### config.mk
export PLATFORM = sky130hd
export DESIGN_NAME = hmap_ctrl
export DESIGN_NICKNAME = d
export VERILOG_FILES = /design/src/design/hmap_pkg.sv /design/src/design/hmap_ctrl.sv
export VERILOG_INCLUDE_DIRS = /design/src /design/src/design
export SDC_FILE = /design/constraint.sdc
export NUM_CORES = 1
export LEC_CHECK = 0
export BUFFER_PORTS_ARGS = -buffer_cell sky130_fd_sc_hd__buf_2
export CORE_AREA = 2 2 39 41
export CTS_BUF_LIST = sky130_fd_sc_hd__clkbuf_2
export CTS_CLUSTER_DIAMETER = 150
export DETAILED_ROUTE_END_ITERATION = 8
export DIE_AREA = 0 0 41 43
export PLACE_DENSITY = 0.39
export SYNTH_ARGS = -nofsm -noshare
export SYNTH_HDL_FRONTEND = slang
export SYNTH_SLANG_ARGS = --single-unit
### constraint.sdc
create_clock -name i_clk -period 1.3 [get_ports i_clk]
set_input_delay 0.26 -clock i_clk [delete_from_list [all_inputs] [get_ports i_clk]]
set_output_delay 0.26 -clock i_clk [all_outputs]
set_load 0.01 [all_outputs]
### src/design/hash_map_put_get_delete_macros.svh
// ----------------------------------------------------------------------------
// Assertion macros for the hash map block
// Clocked on i_clk, disabled while i_rst_n is low.
// ----------------------------------------------------------------------------
`ifndef HASH_MAP_PUT_GET_DELETE_MACROS_SVH
`define HASH_MAP_PUT_GET_DELETE_MACROS_SVH

// Same-cycle implication
`define HMAP_ASSERT_NOW(label, ante, cons, msg) \
    label: assert property (@(posedge i_clk) disable iff (!i_rst_n) \
        (ante) |-> (cons)) else $error(msg);

// Next-cycle implication
`define HMAP_ASSERT_NEXT(label, ante, cons, msg) \
    label: assert property (@(posedge i_clk) disable iff (!i_rst_n) \
        (ante) |=> (cons)) else $error(msg);

`endif

### src/design/hmap_pkg.sv
// ----------------------------------------------------------------------------
// hmap_pkg
// Shared constants, codes and controller/datapath interface types.
// ----------------------------------------------------------------------------
`timescale 1ns / 1ps
`default_nettype none

package hmap_pkg;

    localparam int KEY_W            = 32;
    localparam int NUM_BUCKETS_DEF  = 1024;
    localparam int SLOTS_DEF        = 4;

    typedef enum logic [1:0] {
        KIND_PUT = 2'd0,
        KIND_GET = 2'd1,
        KIND_DEL = 2'd2
    } t_kind;

    typedef enum logic [1:0] {
        ST_OK   = 2'd0,
        ST_MISS = 2'd1,
        ST_FULL = 2'd2
    } t_status;

    typedef struct packed {
        logic clear_en;   // write an empty row at the clear pointer
        logic load_in;    // capture input beat, start bucket index
        logic rd_en;      // read bucket row
        logic commit;     // write back row, load result register
    } t_dp_cmd;

    typedef struct packed {
        logic clear_last;
        logic mod_busy;
        logic out_free;
    } t_dp_stat;

endpackage

`default_nettype wire

### src/design/hmap_ctrl.sv
// ----------------------------------------------------------------------------
// hmap_ctrl
// Controller: clearing pass, then accept, index, read and commit per beat.
// ----------------------------------------------------------------------------
`timescale 1ns / 1ps
`default_nettype none
`include "hash_map_put_get_delete_macros.svh"

module hmap_ctrl
    import hmap_pkg::*;
(
    input  wire logic       i_clk,
    input  wire logic       i_rst_n,
    input  wire logic       i_valid,
    output logic            o_stall,
    output t_dp_cmd         o_cmd,
    input  wire t_dp_stat   i_stat
);

    typedef enum logic [1:0] {
        S_CLEAR,
        S_IDLE,
        S_MOD,
        S_DECIDE
    } t_state;

    t_state r_state;
    t_state n_state;

    always_comb begin
        n_state = r_state;
        o_cmd   = '0;
        case (r_state)
            S_CLEAR: begin
                o_cmd.clear_en = 1'b1;
                if (i_stat.clear_last) begin
                    n_state = S_IDLE;
                end
            end
            S_IDLE: begin
                if (i_valid) begin
                    o_cmd.load_in = 1'b1;
                    n_state       = S_MOD;
                end
            end
            S_MOD: begin
                if (!i_stat.mod_busy) begin
                    o_cmd.rd_en = 1'b1;
                    n_state     = S_DECIDE;
                end
            end
            S_DECIDE: begin
                // hold until the result register can take the beat
                if (i_stat.out_free) begin
                    o_cmd.commit = 1'b1;
                    n_state      = S_IDLE;
                end
            end
            default: begin
                n_state = S_CLEAR;
            end
        endcase
    end

    always_ff @(posedge i_clk) begin
        if (!i_rst_n) begin
            r_state <= S_CLEAR;
        end else begin
            r_state <= n_state;
        end
    end

    assign o_stall = (r_state != S_IDLE);

    `HMAP_ASSERT_NEXT(a_load_starts_index, o_cmd.load_in, (r_state == S_MOD) && i_stat.mod_busy, "index unit not started on accepted beat")
    `HMAP_ASSERT_NEXT(a_read_then_decide, o_cmd.rd_en, r_state == S_DECIDE, "bucket read not followed by decision")
    `HMAP_ASSERT_NOW(a_commit_needs_room, o_cmd.commit, i_stat.out_free && !o_cmd.clear_en, "commit while result register occupied")
    `HMAP_ASSERT_NEXT(a_clear_ends, (r_state == S_CLEAR) && i_stat.clear_last, r_state == S_IDLE, "clearing pass did not finish")

endmodule

`default_nettype wire

==> results of run 1 <==
[metrics by stage]
stage / cell area (um^2) / worst slack [ns] / TNS (ns)
global placement: 255 / 0.0596 / 0
global route: 318 / -0.0157 / -0.0204
finish: 318 / 0.0370 / 0
CTS: 298 / -0.00376 / -0.00376
floorplan: 185 / 0.125 / 0
detailed placement: 255 / 0.0639 / 0
[worst max-delay path, cell delays in order (launching register included)]
cell and delay (ns):
dfxtp_4 0.37, inv_4 0.05, ha_4 0.15, nor2b_1 0.12
buf_2 0.13
[worst max path at each step]
stage                             from                       to  slack (ns)  cells after the start
2_1_floorplan  r_state[0]$_SDFFE_PN0P_  r_state[0]$_SDFFE_PN0P_        0.13                      5
3_3_place_gp   r_state[0]$_SDFFE_PN0P_  r_state[1]$_SDFFE_PN0P_        0.06                      5
3_5_place_dp   r_state[0]$_SDFFE_PN0P_  r_state[1]$_SDFFE_PN0P_        0.06                      5
4_1_cts        r_state[0]$_SDFFE_PN0P_                 o_cmd[1]      -0.004                      4
5_1_grt        r_state[0]$_SDFFE_PN0P_                 o_cmd[1]       -0.02                      4
6_report       r_state[0]$_SDFFE_PN0P_                 o_cmd[1]        0.04                      4
[report_power, final]
group | internal, mW | switching [mW] | total [mW]
sequential | 0.103 | 0.0510 | 0.154
clock | 0.0610 | 0.0319 | 0.0929
combinational | 0.162 | 0.152 | 0.314
[layer usage]
| metal | GRT usage [%] | vias up | share of wire, % |
|---|---|---|---|
| met3 | 3.14 | 0 | 13 |
| li1 | - | 97 | - |
| met2 | 6.56 | 11 | 36 |
| met4 | 6.00 | 0 | 0 |
| met5 | 0 | - | 0 |
| met1 | 6.69 | 74 | 51 |
[timing repair]
| item | in CTS | in global routing |
|---|---|---|
| setup endpoints to repair | 3 | 3 |
| resized for setup | 10 | 5 |
| hold buffers | 0 | 0 |
| pin swaps | 0 | 1 |
[kinds of logic (layout without fill, tap and decap cells)]
logic type | count (synthesis) | count (layout) | share of synthesized area, %
AND/OR/NAND/NOR | 10 | 10 | 27.7
adder cells (fa/ha/maj) | 4 | 4 | 27.0
buffers and inverters | 3 | 16 | 6.08
multiplexers | 2 | 2 | 10.8
flip-flops | 2 | 2 | 21.6
AO/OA/AOI/OAI | 1 | 1 | 6.76
[final cells by class]
cell class	count	area, um^2
Multi-Input combinational cell	17	163
Timing Repair Buffer	10	56.3
Clock buffer	3	15.0
Fill cell	155	1070
Sequential cell	2	47.5
Inverter	3	16.3
Tap cell	16	20.0
[layout by cell type, fill, tap and decap left out, types with 2 or more instances in the layout]
master,n
mux2i_1,2
nand2b_1,2
inv_4,2
clkbuf_2,3
buf_2,9
nand2_1,5
dfxtp_4,2
ha_4,2
==> results.cfg, run 1 <==
[placement]
dpl.cell_count = 48
globalplace.congestion = 0.617
io_buffers = 10
hpwl_um = 325

[power]
p_leak_nw = 0.147
total_power_mw = 0.561
ir_drop_mv = 0.461
power_density_nw_per_um2 = 1760

[sta]
rsz0062_at_grt = yes
setup_viol = 0
finalMaxSlewViolations = 0
max-slew-margin-rel_pct = 92.6
worst_slew_pin_slew_ns = 0.108
clock.fmax_ghz = 0.792
fin_worst_skew_ns = 0.0000432
finalHoldViolCount = 0
holdWs_ns = 0.348
min_period_over_period_pct = 97.2
fin_crit_ns = 1.26

[global_routing]
overflow = 0
grt_use_total_pct = 5.71
grt_first_pass_wirelength_um = 641
grt_pass1_vias = 175
antenna_found_initial = 0
grt_max_degree = 5

[synthesis]
netlist-cell-type-count = 11
seq_area_frac_synth_pct = 21.6
synth_top_cell_area_share_pct = 27.0
netlist_area_um2 = 185
syn_inst = 22
ys_warn_count = 0
synth.most_common_cell = nand2_1
async_reset_ff_share_pct = 0
ys_top_cells_by_area = ha_1, dfxtp_1, mux2i_1
avgSynthCellArea_um2 = 8.42
ys_ff_latch = 2
synth_edf_count = 0
synth_ff_type = dfxtp_1
syn_nets = 32
yosys.area.top_type = ha_1
ys_top_cells_by_count = nand2_1, ha_1

[layout]
fin_nets = 47
largest-register = r_state
drive_above_1_share_pct = 65.7
area_growth_pct = 71.6
instances_no_fill = 51
top_regs = r_state: 2 flops
largest_register_ffs = 2
final_util_pct = 23.0
diodes = 0

[hold_path]
whs_path_depth = 3
hp-class = in -> reg
hp-start = i_rst_n
whs_endpoint = r_state[1]$_SDFFE_PN0P_

[detailed_routing]
routed_wl_um = 406
antenna_left = 0
wl_per_cell_um = 7.96
via_per_inst = 3.57
drt_iter0_drc = 2
vias = 182
dr.pass1.iters = 2
drc_errors = 0

[clocking]
cts.sink_count = 2
clock_path_buffers = 2
clockRootBuffer = clkbuf_2
htree_levels = 1
post_cts_buffers = 0
cts-buffers-inserted = 3
clk_pin_slew_ns = 0.03
cts_tree = built
clk_latency_ns = 0.19

[setup_path]
crit_fanout = 4
critical_path.startpoint_type = flip-flop
reg2reg_depth = 5
rr_startpoint = r_state[0]$_SDFFE_PN0P_
critPathCaptureType = output port
r2r-end = r_state[0]$_SDFFE_PN0P_
path_class = reg -> out
worst_ep_required_time_ns = 1.04
r2r_slack_ns = 0.11
arrival_ns = 1.00

[run_status]
outcome = finished clean

[floorplanning]
start_util_pct = 13.4
num_rows = 14
fp.dieH_um = 43
core_area_um2 = 1380
ios = 11
fp.dieW_um = 41
die_area_um2 = 1760

[job]
max_cap_violations = 0
Power figures use the tool's default switching activity.
==> run 2, diff against run 1 <==
==> constraint.sdc (replaced) <==
create_clock -name i_clk -period 1.6 [get_ports i_clk]
set_input_delay 0 -clock i_clk [delete_from_list [all_inputs] [get_ports i_clk]]
set_output_delay 0 -clock i_clk [all_outputs]
set_load 0.01 [all_outputs]
==> run 2 against run 1 <==
  * Clock skew grew 0.0029 ns
  * Sequential share of layout area shrank 0.15 points
  * Largest power group unchanged
  * Cell area shrank 15%
  * Clock power shrank 16%
  * Highest routed layer unchanged
==> results.cfg, run 2 (synthesis results as in run 1) <==
[layout]
area_growth_pct = 45.9
fillers = 160
fin_nets = 47
instances_no_fill = 51
diodes = 0
multi_input_area_um2 = 134
seq_area_um2 = 40.0
drive_above_1_share_pct = 45.7
final_util_pct = 19.5
largest-register = r_state
top_regs = r_state: 2 flops
largest_register_ffs = 2
final_cell_mix = buf_2, nand2_1, ha_1
layout_commonest_cell = buf_2

[global_routing]
antenna_found_initial = 0
overflow = 0
grt_pass1_vias = 151
grt_use_total_pct = 5.11
grt_first_pass_wirelength_um = 538
grt_max_degree = 5

[detailed_routing]
drc_errors = 0
wl_per_cell_um = 7.24
dr.pass1.iters = 1
antenna_left = 0
via_per_inst = 3.31
vias = 169
routed_wl_um = 369
drt_iter0_drc = 0

[power]
ir_drop_mv = 0.307
swShare_pct = 41.1
p_clk_share_pct = 20.3
p_leak_nw = 0.145
seq_power_share_pct = 24.3
internal_power_mw = 0.225
share_comb_of_total_power_pct = 55.4
switchingPower_mw = 0.157
power_density_nw_per_um2 = 1410

[clocking]
cts_hold_buffers = 0
clk_latency_ns = 0.19
htree_levels = 1
post_cts_buffers = 0
cts_resized = 0
cts-buffers-inserted = 3
cts_tree = built
cts.sink_count = 2
clockRootBuffer = clkbuf_2
clk_pin_slew_ns = 0.03
clock_path_buffers = 2

[setup_path]
r2r_slack_ns = 0.38
slowest_stage = dfxtp_1
path_class = reg -> reg
critPathCaptureType = flip-flop
critical_path.startpoint_type = flip-flop
cp_top_family = flip-flops
arrival_ns = 1.34
max_stage_delay_ns = 0.37
crit_fanout = 4
critPathBufInv = 1
worst_ep_required_time_ns = 1.71
path_cells = inv_1 > ha_1 > nand2b_1 > o2111a_2 > mux2i_1

[sta]
clock.fmax_ghz = 0.819
setup_viol = 0
finalHoldViolCount = 0
worst_slew_pin_slew_ns = 0.114
finalWorstSetupSlack_ns = 0.378
max-slew-margin-rel_pct = 92.2
fin_crit_ns = 1.22
setup_tns_ns = 0
fin_worst_skew_ns = 0.00291
finalMaxSlewViolations = 0
min_period_over_period_pct = 76.3
rsz0062_at_grt = no
holdWs_ns = 0.0973

[placement]
globalplace.congestion = 0.607
io_buffers = 10
dpl.cell_count = 48
hpwl_um = 310
dp_slack_ns = 0.365

[run_status]
outcome = finished clean

[job]
max_cap_violations = 0

[floorplanning]
fp.dieW_um = 41
core_area_um2 = 1380
ios = 11
num_rows = 14
start_util_pct = 13.4
die_area_um2 = 1760
fp.dieH_um = 43

[hold_path]
hp-class = in -> reg
[run 2: cell count changes in the layout (fill, tap and decap cells not counted)]
cell | previous run | this run
ha_2 | 1 | 0
buf_6 | 1 | 0
ha_1 | 1 | 4
and2_2 | 0 | 1
ha_4 | 2 | 0
inv_4 | 2 | 0
dfxtp_1 | 0 | 2
and2_4 | 1 | 0
inv_1 | 0 | 2
dfxtp_4 | 2 | 0
buf_2 | 9 | 10
[run 2: path summary, 6_finish.rpt]
kind                                  end               startpoint  depth (start not counted)
hold / removal    r_state[0]$_SDFFE_PN0P_                  i_rst_n                          3
hold reg to reg   r_state[1]$_SDFFE_PN0P_  r_state[1]$_SDFFE_PN0P_                          2
setup / recovery  r_state[1]$_SDFFE_PN0P_  r_state[0]$_SDFFE_PN0P_                          5
setup reg to reg  r_state[1]$_SDFFE_PN0P_  r_state[0]$_SDFFE_PN0P_                          5
[run 2: cell type report]
type,instances,share of cell area [%]
Multi-Input combinational cell,17,49.5
Timing Repair Buffer,10,18.5
Sequential cell,2,14.8
Tap cell,16,7.41
Clock buffer,3,5.56
Inverter,3,4.17
[run 2: stage by stage]
step                total power [mW]  cell area, um^2
detailed placement             0.311              255
CTS                            0.396              270
finish                         0.382              270
floorplan                      0.245              185
global placement               0.314              255
global route                   0.436              270
[run 2: power by group through the flow]
stage                     Sequential (mW)  Clock [mW]  Combinational, mW
after floorplan                    0.0880           0              0.157
after global placement             0.0954           0              0.218
after detailed placement           0.0942           0              0.216
after CTS                          0.0935      0.0855              0.217
after global routing               0.0965      0.0865              0.253
final                              0.0929      0.0776              0.212
[run 2: tightest hold or removal path, delay by kind of cell]
kind | cells | cell delay (ns)
and+or+nand+nor | 1 | 0.06
buffers and inverters | 1 | 0.12
muxes | 1 | 0.05
[run 2: per-layer routing]
| layer | vias up | GRT usage, % | part of all wire, % |
|---|---|---|---|
| met1 | 62 | 5.73 | 51 |
| met3 | 0 | 3.14 | 13 |
| met2 | 11 | 5.63 | 35 |
| met5 | - | 0 | 0 |
| met4 | 0 | 6.00 | 0 |
| li1 | 96 | - | - |
